==> src/sv/qfts_pkg.sv <==
// Shared types and constants for the two-stack queue.
// Used by the controller, the datapath and the top level; no dependencies.
package qfts_pkg;

  // Default number of entries in each stack
  localparam int unsigned STACK_DEPTH_DEF = 8;

  // Command codes
  localparam logic CMD_ENQ = 1'b0;
  localparam logic CMD_DEQ = 1'b1;

  // Status codes
  localparam logic [1:0] STATUS_OK    = 2'd0;
  localparam logic [1:0] STATUS_FULL  = 2'd1;
  localparam logic [1:0] STATUS_EMPTY = 2'd2;

  // Value returned by a dequeue on an empty queue
  localparam logic signed [31:0] EMPTY_VALUE = -32'sd1;

  typedef struct packed {
    logic               command;
    logic signed [31:0] value;
  } in_word_t;

  typedef struct packed {
    logic signed [31:0] result_value;
    logic [1:0]         status;
  } out_word_t;

  typedef enum logic [1:0] {
    ST_IDLE,
    ST_MOVE,
    ST_POP,
    ST_RESP
  } state_e;

  // Result register load selections
  typedef enum logic [1:0] {
    RES_NONE,
    RES_OK,
    RES_FULL,
    RES_EMPTY
  } res_op_e;

  // Controller to datapath commands
  typedef struct packed {
    logic    push;
    logic    mv_rd;
    logic    mv_wr;
    logic    pop_rd;
    logic    load_out;
    res_op_e res_op;
  } ctrl_cmd_t;

  // Datapath to controller status
  typedef struct packed {
    logic in_full;
    logic in_empty;
    logic out_empty;
    logic mv_pend;
    logic out_free;
  } dp_status_t;

endpackage

==> src/sv/qfts_ctrl.sv <==
// Controller state machine for the two-stack queue.
// Depends on qfts_pkg; drives commands into qfts_dp.
module qfts_ctrl import qfts_pkg::*; (
  input  logic       clk_i,
  input  logic       rst_ni,
  input  logic       in_valid_i,
  output logic       in_stall_o,
  input  logic       in_cmd_i,
  input  dp_status_t status_i,
  output ctrl_cmd_t  cmd_o
);

  state_e state_q, state_d;

  // State register
  always_ff @(posedge clk_i or negedge rst_ni) begin
    if (!rst_ni) begin
      state_q <= ST_IDLE;
    end else begin
      state_q <= state_d;
    end
  end

  // Next state and commands
  always_comb begin
    state_d      = state_q;
    cmd_o        = '0;
    cmd_o.res_op = RES_NONE;
    in_stall_o   = 1'b1;
    case (state_q)
      ST_IDLE: begin
        in_stall_o = 1'b0;
        if (in_valid_i) begin
          if (in_cmd_i == CMD_ENQ) begin
            // push, or drop the word when the input stack is full
            if (status_i.in_full) begin
              cmd_o.res_op = RES_FULL;
            end else begin
              cmd_o.push   = 1'b1;
              cmd_o.res_op = RES_OK;
            end
            state_d = ST_RESP;
          end else if (!status_i.out_empty) begin
            state_d = ST_POP;
          end else if (!status_i.in_empty) begin
            state_d = ST_MOVE;
          end else begin
            cmd_o.res_op = RES_EMPTY;
            state_d      = ST_RESP;
          end
        end
      end
      ST_MOVE: begin
        // read one entry and write the previous one each cycle
        cmd_o.mv_rd = !status_i.in_empty;
        cmd_o.mv_wr = status_i.mv_pend;
        if (status_i.in_empty && !status_i.mv_pend) begin
          state_d = ST_POP;
        end
      end
      ST_POP: begin
        cmd_o.pop_rd = 1'b1;
        state_d      = ST_RESP;
      end
      ST_RESP: begin
        // hold until the output register can take the word
        if (status_i.out_free) begin
          cmd_o.load_out = 1'b1;
          state_d        = ST_IDLE;
        end
      end
      default: begin
        state_d = ST_IDLE;
      end
    endcase
  end

endmodule

==> src/sv/qfts_dp.sv <==
// Datapath for the two-stack queue: both stack memories, counts,
// result register and output register. Depends on qfts_pkg.
module qfts_dp import qfts_pkg::*; #(
  parameter int unsigned StackDepth = STACK_DEPTH_DEF
) (
  input  logic       clk_i,
  input  logic       rst_ni,
  input  in_word_t   in_word_i,
  input  ctrl_cmd_t  cmd_i,
  output dp_status_t status_o,
  input  logic       out_stall_i,
  output logic       out_valid_o,
  output out_word_t  out_word_o
);

  localparam int unsigned CW = $clog2(StackDepth + 1);
  localparam int unsigned AW = $clog2(StackDepth);

  logic [31:0]        in_mem  [StackDepth];
  logic [31:0]        out_mem [StackDepth];
  logic [CW-1:0]      in_cnt_q, in_cnt_d, out_cnt_q, out_cnt_d;
  logic [CW-1:0]      in_top, out_top;
  logic [31:0]        mv_data_q;
  logic               mv_pend_q;
  logic signed [31:0] res_val_q;
  logic [1:0]         res_st_q;
  logic               out_valid_q, out_valid_d;
  out_word_t          out_word_q;

  assign in_top  = in_cnt_q - CW'(1);
  assign out_top = out_cnt_q - CW'(1);

  // Push into the input stack
  always_ff @(posedge clk_i) begin
    if (cmd_i.push) begin
      in_mem[in_cnt_q[AW-1:0]] <= in_word_i.value;
    end
  end

  // Read the top of the input stack during a move
  always_ff @(posedge clk_i) begin
    if (cmd_i.mv_rd) begin
      mv_data_q <= in_mem[in_top[AW-1:0]];
    end
  end

  // Write the moved word onto the output stack
  always_ff @(posedge clk_i) begin
    if (cmd_i.mv_wr) begin
      out_mem[out_cnt_q[AW-1:0]] <= mv_data_q;
    end
  end

  // Result register: pop read or fixed result
  always_ff @(posedge clk_i) begin
    if (cmd_i.pop_rd) begin
      res_val_q <= out_mem[out_top[AW-1:0]];
      res_st_q  <= STATUS_OK;
    end else begin
      case (cmd_i.res_op)
        RES_OK: begin
          res_val_q <= '0;
          res_st_q  <= STATUS_OK;
        end
        RES_FULL: begin
          res_val_q <= '0;
          res_st_q  <= STATUS_FULL;
        end
        RES_EMPTY: begin
          res_val_q <= EMPTY_VALUE;
          res_st_q  <= STATUS_EMPTY;
        end
        default: begin
          res_val_q <= res_val_q;
          res_st_q  <= res_st_q;
        end
      endcase
    end
  end

  // Advance the counts
  always_comb begin
    in_cnt_d  = in_cnt_q;
    out_cnt_d = out_cnt_q;
    if (cmd_i.push) begin
      in_cnt_d = in_cnt_q + CW'(1);
    end else if (cmd_i.mv_rd) begin
      in_cnt_d = in_top;
    end
    if (cmd_i.mv_wr) begin
      out_cnt_d = out_cnt_q + CW'(1);
    end else if (cmd_i.pop_rd) begin
      out_cnt_d = out_top;
    end
  end

  // Output register handshake
  always_comb begin
    out_valid_d = out_valid_q;
    if (cmd_i.load_out) begin
      out_valid_d = 1'b1;
    end else if (out_valid_q && !out_stall_i) begin
      out_valid_d = 1'b0;
    end
  end

  always_ff @(posedge clk_i or negedge rst_ni) begin
    if (!rst_ni) begin
      in_cnt_q    <= '0;
      out_cnt_q   <= '0;
      mv_pend_q   <= 1'b0;
      out_valid_q <= 1'b0;
    end else begin
      in_cnt_q    <= in_cnt_d;
      out_cnt_q   <= out_cnt_d;
      mv_pend_q   <= cmd_i.mv_rd;
      out_valid_q <= out_valid_d;
    end
  end

  // Load the outgoing word
  always_ff @(posedge clk_i) begin
    if (cmd_i.load_out) begin
      out_word_q.result_value <= res_val_q;
      out_word_q.status       <= res_st_q;
    end
  end

  assign out_valid_o        = out_valid_q;
  assign out_word_o         = out_word_q;
  assign status_o.in_full   = (in_cnt_q == CW'(StackDepth));
  assign status_o.in_empty  = (in_cnt_q == '0);
  assign status_o.out_empty = (out_cnt_q == '0);
  assign status_o.mv_pend   = mv_pend_q;
  assign status_o.out_free  = !out_valid_q || !out_stall_i;

endmodule

==> src/sv/queue_from_two_stacks.sv <==
// FIFO queue built from two stacks of StackDepth entries each.
// Enqueue: result register, then output register. Dequeue: when the output
// stack is empty, the words on the input stack are first moved onto it (one
// word moved per cycle via the stack memory ports); then the top is popped
// into the result register and then the output register. One word is worked
// on at a time. Reset clears both counts and the controller, not the stacks.
module queue_from_two_stacks import qfts_pkg::*; #(
  parameter int unsigned StackDepth = STACK_DEPTH_DEF
) (
  input  logic      clk_i,
  input  logic      rst_ni,
  input  logic      in_valid_i,
  output logic      in_stall_o,
  input  in_word_t  in_word_i,
  output logic      out_valid_o,
  input  logic      out_stall_i,
  output out_word_t out_word_o
);

  ctrl_cmd_t  cmd;
  dp_status_t status;

  // Sequencer
  qfts_ctrl u_ctrl (
    .clk_i      (clk_i),
    .rst_ni     (rst_ni),
    .in_valid_i (in_valid_i),
    .in_stall_o (in_stall_o),
    .in_cmd_i   (in_word_i.command),
    .status_i   (status),
    .cmd_o      (cmd)
  );

  // Stacks and result path
  qfts_dp #(
    .StackDepth (StackDepth)
  ) u_dp (
    .clk_i       (clk_i),
    .rst_ni      (rst_ni),
    .in_word_i   (in_word_i),
    .cmd_i       (cmd),
    .status_o    (status),
    .out_stall_i (out_stall_i),
    .out_valid_o (out_valid_o),
    .out_word_o  (out_word_o)
  );

endmodule

==> config.mk <==
export PLATFORM = sky130hd
export DESIGN_NAME = queue_from_two_stacks
export DESIGN_NICKNAME = d
export VERILOG_FILES = /design/src/sv/qfts_pkg.sv /design/src/sv/qfts_ctrl.sv /design/src/sv/qfts_dp.sv /design/src/sv/queue_from_two_stacks.sv
export SDC_FILE = /design/constraint.sdc
export NUM_CORES = 1
export LEC_CHECK = 0
export BUFFER_PORTS_ARGS = -buffer_cell sky130_fd_sc_hd__buf_4
export CORE_UTILIZATION = 35
export DETAILED_ROUTE_END_ITERATION = 16
export SETUP_SLACK_MARGIN = 0.4
export SLEW_MARGIN = 20
export SYNTH_ARGS = -nofsm -noshare
export SYNTH_HDL_FRONTEND = slang
export SYNTH_SLANG_ARGS = --single-unit
==> constraint.sdc <==
create_clock -name clk_i -period 5.1 [get_ports clk_i]
set_input_delay 0.255 -clock clk_i [delete_from_list [all_inputs] [get_ports clk_i]]
set_output_delay 0.255 -clock clk_i [all_outputs]
set_load 0.03 [all_outputs]
# == After elaboration in Yosys (flattened, before gate mapping) ==
# Memory sizes are Yosys's and may differ from the RTL's. A register that Yosys moved wholly into a read port is not among the register bits.
# Cells that the tools add are included.
# totals
reg_bits,80
output_inout_bits,36
inputBits,37
ram_bits,512
n_memories,2
# memory_table
memory,depth,word_bits,rd,rd_clocked_by_memory_dff,write_ports,line_no,source
u_dp.in_mem,8,32,1,1,1,qfts_dp.sv:19,logic [31:0] in_mem [StackDepth];
u_dp.out_mem,8,32,1,0,1,qfts_dp.sv:20,logic [31:0] out_mem [StackDepth];
# classes
addsub,4
n_reduce_logical,17
n_mux,35
eq_ne,10
# ops
operator,count
32-bit one-hot mux with 2 select lines,1
32-bit 2-to-1 mux,1
2-bit 2-to-1 mux,13
4-bit 2-to-1 mux,4
1-bit 2-to-1 mux,14
4-bit by 1-bit adder with 4-bit output (second input constant),2
2-bit == test (second input constant),4
4-bit logical NOT,2
2-bit one-hot mux with 4 select lines,1
4-bit by 1-bit subtractor with 4-bit output (second input constant),2
2-bit one-hot mux with 3 select lines,1
2-bit nonzero test,3
3-bit nonzero test,2
2-bit by 1-bit == test with 1-bit output (second input constant),2
4-bit == test (second input constant),1
1-bit logical NOT,4
2-bit inequality test (second input constant),2
3-bit AND reduction,1
1-bit logical AND,2
2-bit logical NOT,1
2-bit by 1-bit inequality test with 1-bit output (second input constant),1
2-bit OR reduction,1
1-bit logical OR,1

# == Longest topological paths before layout ==
# Gate-level depths: netlist of run 1.
# depth
word_depth,10
depth_mapped,11
mapped_depth_nobuf,9

# == By module ==
# A second synthesis of run 1 with hierarchy kept.
# unflattened
hier_cells,1071
hier_area_um2,23490.0
# modules_own_cells
mod,area_each_um2,cells_per_inst,seq_area_each_um2,n_inst
qfts_dp,23254.8,1043,18607.8,1
qfts_ctrl,235.2,28,50.0,1

# == Worst setup path after synthesis of run 1 ==
# No wires, ideal clock.
# synth_timing
path_kind,reg2reg
start,reg u_dp.in_cnt_q[1]
end,"mem u_dp.in_mem[0][0], enable pin"
stages_incl_launch_ff,7
t_arrival_ns,4.507
n_path_buf,1
setup_ns,0.501
path_slack_ns,0.091
synth_period_minus_slack_ns,5.009
cell_sequence,dfrtp_1 clkbuf_1 inv_1 ha_1 and3b_1 or2_2 nor4_1
# synth_between
elab_chain_cells,7
# synth_rtl
element,line_no,source
from (decl),qfts_dp.sv:21,"logic [CW-1:0] in_cnt_q, in_cnt_d, out_cnt_q, out_cnt_d;"
from (signal assigned),qfts_dp.sv:114,in_cnt_q <= in_cnt_d;
4-bit == test,qfts_dp.sv:131,assign status_o.in_full = (in_cnt_q == CW'(StackDepth));
1-bit 2-to-1 mux,qfts_ctrl.sv:36,if (status_i.in_full) begin
1-bit 2-to-1 mux,qfts_ctrl.sv:34,if (in_cmd_i == CMD_ENQ) begin
1-bit 2-to-1 mux,qfts_ctrl.sv:33,if (in_valid_i) begin
1-bit 2-to-1 mux,qfts_ctrl.sv:30,case (state_q)
1-bit 2-to-1 mux,qfts_dp.sv:35,if (cmd_i.push) begin
1-bit 2-to-1 mux (implied by the code),qfts_dp.sv:36,in_mem[in_cnt_q[AW-1:0]] <= in_word_i.value;
to (decl),qfts_dp.sv:19,
# Parallel ways exist; a longest one is shown, timed or not.

# == Final worst setup path of run 1 ==
# layout_timing
start,reg u_dp.in_cnt_q[0]
end,"mem u_dp.in_mem[7][19], enable pin"
# Same word-level chain as after synthesis.

==> results of run 1 <==
==> final cells by class <==
| class | instances | area, sq um | share of cell area (%) |
|---|---|---|---|
| diodes | 1 | 2.50 | 0.00908 |
| clock buffers | 87 | 1840 | 6.67 |
| clock inverters | 31 | 378 | 1.37 |
| inverters | 8 | 30.0 | 0.109 |
| multi-input cells | 325 | 4470 | 16.2 |
| flip-flops and latches | 624 | 18700 | 67.7 |
| well taps | 864 | 1080 | 3.92 |
| repair buffers | 131 | 1090 | 3.97 |
==> Yosys cell counts (2+ instances only) <==
cell type,count
edfxtp_1,610
mux4_2,128
nand2_1,41
a22oi_1,32
mux2_2,32
clkbuf_1,25
buf_2,20
ha_1,14
nor2_1,13
dfrtp_1,12
nor3_1,9
inv_1,8
xnor2_1,6
o21ai_0,5
nand3_1,4
nor4_1,4
a21oi_1,3
a31oi_1,3
buf_1,3
mux2i_1,3
nor2b_1,3
xor2_1,3
and3_1,2
dfxtp_1,2
nand2b_1,2
nor3b_1,2
o22ai_1,2
==> repair_timing <==
action,4_1_cts,5_1_grt
hold buffers,34,0
setup buffers,0,0
endpoints found under the hold margin,269,0
resized for setup,0,0
==> through the flow <==
stage | total power (W) | setup slack [ns]
2_1_floorplan | 0.0103 | 0.0913
3_3_place_gp | 0.0116 | 1.60
3_5_place_dp | 0.0117 | 1.54
4_1_cts | 0.0166 | 1.53
5_1_grt | 0.0171 | 1.40
6_report | 0.0164 | 1.62
==> power by group through the flow <==
stage               Sequential, W  Combinational (W)  Clock (W)
global placement          0.00732            0.00432          0
detailed placement        0.00736            0.00436          0
finish                    0.00723            0.00428    0.00485
global route              0.00733            0.00466    0.00514
floorplan                 0.00722            0.00311          0
CTS                       0.00725            0.00440    0.00496
==> metal layers <==
layer	global-route usage [%]	part of all wire (%)	routed length (microns)	vias to the layer above
met5	0	0.089	38	-
met4	3.97	2.3	967	6
met3	2.82	4.5	1930	78
met2	21.9	50	21300	220
met1	16.5	43	18400	5246
li1	-	-	-	4504
==> cell usage in the layout, fill, tap and decap left out, drive strengths merged, types with 2 or more instances in the layout <==
master	n
nor3	9
nor4	4
a31oi	3
o22ai	2
clkinv	18
xor2	3
edfxtp	610
mux2	33
mux4	128
mux2i	3
clkinvlp	3
and2	2
nor2	13
nand2b	2
nor3b	2
xnor2	6
dlygate4sd3	34
nand3	4
o21ai	5
a22oi	32
ha	14
inv	9
clkbuf	87
dfrtp	12
nor2b	3
nand2	41
dfxtp	2
a21oi	3
buf	97
and3	2
bufinv	9
==> flip-flops by register name, summed over array words and instances (netlist names) <==
register and flops:
u_dp.res_st_q 2, u_dp.res_val_q 32, u_dp.mv_pend_q 1, u_dp.out_valid_o 1, u_dp.in_cnt_q 4, u_dp.mv_data_q 32, u_dp.out_word_o 34, u_dp.out_mem 256
u_ctrl.state_q 2, u_dp.in_mem 256, u_dp.out_cnt_q 4
==> kinds of logic after synthesis <==
group,after synthesis,share of synthesized area (%)
DFF,624,80.3
adders and majority gates,14,0.754
AOI/OAI and AO/OA,51,1.63
muxes,164,14.2
xor gates and xnor gates,9,0.339
and+or+nand+nor,87,1.75
buffers and inverters,57,1.06
==> critical path: cells and delay by family, from the launching register on <==
kind,cells,cell delay (ns)
adders and majority gates,1,0.34
buffers and inverters,2,0.52
DFF,1,0.85
and+or+nand+nor,3,1.43
==> worst min path at each step <==
stage	endpoint	slack (ns)
6_report	u_dp.out_valid_o	0.04
5_1_grt	u_dp.out_valid_o	0.05
4_1_cts	u_dp.out_valid_o	0.02
3_5_place_dp	u_ctrl.state_q[1]	0.11
3_3_place_gp	u_ctrl.state_q[1]	0.11
2_1_floorplan	u_ctrl.state_q[0]	-0.04
==> results.json, run 1 <==
{
  "relSlewSlack_pct": 30.8,
  "irDropWorstVdd_mv": 0.269,
  "finalClockSkew_ns": 0.0251,
  "worst_pin_slew_ns": 1.04,
  "hold_slack_ns": 0.0437,
  "synth_top_flop_cell": "edfxtp_1",
  "fin_crit_ns": 3.48,
  "drc": 0,
  "grt_overflow": 0,
  "core_sq_mm": 0.0657,
  "htreeDepth": 3,
  "start_kind": "flop",
  "worst_ep_required_time_ns": 5.37,
  "post-route-util_pct": 41.9,
  "grt_pass1_wl_microns": 65100,
  "cts_tree": "yes",
  "antenna_found_initial": 4,
  "die-area_sq_mm": 0.0674,
  "area_growth_pct": 18.6,
  "synth_edf_count": 610,
  "design_area_sq_mm": 0.0276,
  "fp.dieH_microns": 260,
  "drtIter0Drc": 653,
  "gp_congestion": 0.667,
  "endpoint": "u_dp.in_mem[7][19]",
  "path_clk_slew_ns": 0.06,
  "ys_seq_area_share_pct": 80.3,
  "die_w_microns": 260,
  "fillers": 5602,
  "post-synth-top-area-fraction_pct": 78.8,
  "crit_fanout": 35,
  "setup_tns_ns": 0,
  "ys_types": 42,
  "wl_per_cell_microns": 20.6,
  "end_kind": "flop",
  "nets": 1208,
  "cp.arrival_ns": 3.75,
  "grt_pass1_vias": 10800,
  "drive_gt1_share_pct": 31.3,
  "clk_path_buf_depth": 3,
  "timing.fmax_mhz": 287,
  "p_leak_nw": 8.94,
  "yosysTopAreaCell": "edfxtp_1",
  "first_pass_iters": 5,
  "status": "complete, no violations",
  "min_period_over_period_pct": 68.2,
  "antenna_left": 0,
  "r2r-start": "u_dp.in_cnt_q[0]",
  "hold_viol_final": 0,
  "synth_area_leaders": "edfxtp_1 79%, mux4_2 12%, mux2_2 1.6%, dfrtp_1 1.3%, a22oi_1 1.0%",
  "synth_seq_cells": 624,
  "crit_path_top_delay_cell": "dfrtp_4",
  "p_per_area_mw_per_mm2": 594,
  "avgSynthCellArea_sq_um": 23.1,
  "syn-num-nets": 1057,
  "cts_root_buffer": "clkbuf_16",
  "grt_use_total_pct": 12.9,
  "critPathMaxStageDelay_ns": 0.85,
  "clk_latency_ns": 0.59,
  "netlist_area_sq_mm": 0.0232,
  "async_flop_share_pct": 1.92,
  "setup_viol": 0,
  "cap_violations": 0,
  "portBuffers": 72,
  "final_max_slew_viol_count": 0,
  "yosys_warnings": 0,
  "dp_cells": 1918,
  "startpoint": "u_dp.in_cnt_q[0]",
  "rsz0062_at_grt": "false",
  "swShare_pct": 28.3,
  "vias": 10100,
  "start_util_pct": 35.3,
  "vias_per_cell": 4.85,
  "placed_area_sq_mm": 0.0250,
  "min-delay-path-class": "input port to asynchronous set/reset pin",
  "rows": 94,
  "netlist_instances": 1006,
  "p_seq_share_pct": 44.2,
  "grt_max_degree": 48,
  "path_class": "flop to flop",
  "p_clk_share_pct": 29.6,
  "clkSinkCount": 624,
  "layout.cells.non_filler": 2071,
  "hpwl_microns": 23500,
  "power_switching_w": 0.00462,
  "io_pins": 73,
  "numCtsBuffers": 67,
  "intPower_w": 0.0117,
  "reg2reg_to": "u_dp.in_mem[7][19]",
  "combPwrFrac_pct": 26.2,
  "totalWireLength_microns": 42700,
  "r2r_slack_ns": 1.62,
  "critical_path.cell_chain": "inv_1 > ha_1 > and3b_1 > or3_1 > nor2_4 > buf_4",
  "r2r_cells": 6
}
Power figures use the tool's default switching activity.
==> run 2: changes to the inputs <==
- ABC_AREA: not set -> 1
- clock period: 5.1 -> 3.2 ns (I/O delays scaled with it)
==> run 2 against run 1 <==
  * Sequential cell count unchanged
  * First-iteration DRC count up 68%
  * Die area up 7.9%
  * Sequential power up 58%
  * Wire length up 24%
  * Combinational power up 120%
  * Worst hold slack worse by 0.0069 ns
  * Clock skew down 0.0041 ns
  * Clock power up 37%
  * Fmax up 38%
  * Register-to-register slack worse by 0.95 ns
  * Global-route usage up 1.5 points
==> results.json, run 2 <==
{
  "status": "complete, no violations",
  "clkSinkCount": 624,
  "hold_viol_final": 0,
  "portBuffers": 72,
  "cp.arrival_ns": 2.88,
  "path_clk_slew_ns": 0.06,
  "ys_types": 31,
  "cts_setup_buffers": 0,
  "worst_pin_slew_ns": 1.05,
  "start_kind": "flop",
  "numCtsBuffers": 61,
  "register_area_sq_mm": 0.0187,
  "nets": 2227,
  "netlist_area_sq_mm": 0.0251,
  "antenna_left": 0,
  "syn-num-nets": 2120,
  "multi_input_area_sq_mm": 0.00511,
  "die-area_sq_mm": 0.0727,
  "die_w_microns": 270,
  "min_period_over_period_pct": 79.1,
  "worst_ep_required_time_ns": 3.55,
  "htreeDepth": 2,
  "cts_hold_buf": 37,
  "synth_most_common_cell": "edfxtp_1",
  "grt_pass1_wl_microns": 82800,
  "dp_cells": 3016,
  "cts_root_buffer": "clkbuf_16",
  "start_util_pct": 35.6,
  "hpwl_microns": 29300,
  "p_per_area_mw_per_mm2": 956,
  "totalWireLength_microns": 52700,
  "relSlewSlack_pct": 29.8,
  "clk_latency_ns": 0.62,
  "layout_common_cells": "610 x edfxtp_1, 492 x nand2_1, 217 x inv_1, 210 x nand3_1, 171 x nor2_1",
  "combPwrFrac_pct": 34.6,
  "rsz0062_at_grt": "false",
  "setup_viol": 0,
  "fin_crit_ns": 2.53,
  "fp.dieH_microns": 270,
  "design_area_sq_mm": 0.0289,
  "first_pass_iters": 4,
  "cts_resized": 0,
  "hold_slack_ns": 0.0367,
  "timing.fmax_mhz": 395,
  "synth_area_leaders": "edfxtp_1 73%, nand2_1 7.4%, nand3_1 4.2%, inv_1 3.3%, o21ai_0 2.8%",
  "clk_path_buf_depth": 3,
  "drc": 0,
  "path_class": "flop to flop",
  "p_seq_share_pct": 41.3,
  "drtIter0Drc": 1094,
  "fillers": 6444,
  "post-synth-top-area-fraction_pct": 73.1,
  "p_clk_share_pct": 24.1,
  "end_kind": "flop",
  "placed_area_sq_mm": 0.0267,
  "synth_seq_cells": 624,
  "final_common_cell": "edfxtp_1",
  "yosysTopAreaCell": "edfxtp_1",
  "grt_max_degree": 95,
  "layout.cells.non_filler": 3159,
  "drive_gt1_share_pct": 9.83,
  "final_max_slew_viol_count": 0,
  "finalClockSkew_ns": 0.0210,
  "area_growth_pct": 15.4,
  "crit_fanout": 32,
  "gp_congestion": 0.767,
  "setup_tns_ns": 0,
  "yosys_warnings": 0,
  "ys_seq_area_share_pct": 74.4,
  "cts_tree": "yes",
  "wl_per_cell_microns": 16.7,
  "rows": 97,
  "antenna_found_initial": 3,
  "netlist_instances": 2069,
  "grt_pass1_vias": 15000,
  "min-delay-path-class": "input port to flop",
  "grt_overflow": 0,
  "grt_use_total_pct": 14.4,
  "io_pins": 73,
  "avgSynthCellArea_sq_um": 12.1,
  "irDropWorstVdd_mv": 0.553,
  "synth_common_cells": "610 x edfxtp_1, 493 x nand2_1, 218 x inv_1",
  "cap_violations": 0,
  "async_flop_share_pct": 1.92,
  "vias": 14900,
  "synth_top_flop_cell": "edfxtp_1",
  "power_switching_w": 0.0103,
  "p_leak_nw": 11.0,
  "intPower_w": 0.0174,
  "synth_edf_count": 610,
  "core_sq_mm": 0.0705,
  "vias_per_cell": 4.70,
  "swShare_pct": 37.3
}
run 2: cell count changes in the layout (fill, tap and decap cells not counted), sizes merged, moves of 17 or more:
cell   before  now
mux2       33    0
mux4      128    0
inv         9  221
buf        97  114
o21ai       5  167
nand3       4  211
nand2      41  493
a22oi      32    0
nor2       13  181
o22ai       2   32
run 2: cells by family (layout without fill, tap and decap cells):
family	count (synthesis)	in the layout	synth area share, %
AOI/OAI and AO/OA	202	202	4.21
xor gates and xnor gates	7	7	0.379
adders and majority gates	14	14	0.699
other	0	2	0
DFF	624	624	74.4
and+or+nand+nor	893	893	14.5
buffers and inverters	329	477	5.80
run 2: per-layer routing:
layer	track usage [%]	share of wire, %
met4	4.26	1.9
met5	0	0.051
met3	2.31	4.4
met2	25.5	50
met1	18.1	44
run 2: power by group through the flow:
stage	registers, W	clock network, W	logic, W
6_report	0.0114	0.00666	0.00959
5_1_grt	0.0115	0.00711	0.0108
3_5_place_dp	0.0116	0	0.00958
3_3_place_gp	0.0115	0	0.00939
2_1_floorplan	0.0115	0	0.00672
4_1_cts	0.0114	0.00682	0.00968
run 2: stage by stage:
step / total power (W) / setup WS (ns) / util [%]
detailed placement: 0.0212 / 0.651 / 37.9
finish: 0.0277 / 0.669 / 41.0
CTS: 0.0279 / 0.652 / 41.0
global route: 0.0294 / 0.427 / 41.0
floorplan: 0.0182 / 0.0648 / -
global placement: 0.0209 / 0.682 / 37.9
run 2: final cells by class:
type                            count  share of cell area (%)
Timing Repair Buffer              151                    4.54
Tap cell                          940                    4.06
Clock buffer                       81                    5.68
Sequential cell                   624                    64.5
Antenna cell                        2                  0.0173
Clock inverter                     23                   0.627
Multi-Input combinational cell   1116                    17.7
Inverter                          222                    2.89
run 2: worst paths after layout:
kind / from / to / slack (ns) / depth (start not counted)
min in group asynchronous: rst_ni / u_dp.out_valid_o / 0.64 / 3
worst min register to register: u_dp.res_val_q[29] / u_dp.out_word_o[31] / 0.42 / 0
worst min-delay path: in_valid_i / u_ctrl.state_q[1] / 0.04 / 7
worst max register to register: u_dp.in_cnt_q[1] / u_dp.res_val_q[14] / 0.67 / 9
worst max-delay path: u_dp.in_cnt_q[1] / u_dp.res_val_q[14] / 0.67 / 9
max in group asynchronous: rst_ni / u_dp.out_cnt_q[0] / 2.06 / 3
run 2: critical path, cell delays in order, from the launching register on:
cell and delay, ns:
dfrtp_1 0.47, inv_1 0.19, ha_1 0.29, nand3_1 0.14, o21ai_0 0.32, inv_1 0.08
ha_1 0.21, nand2_1 0.07, buf_4 0.35, nand2_1 0.11
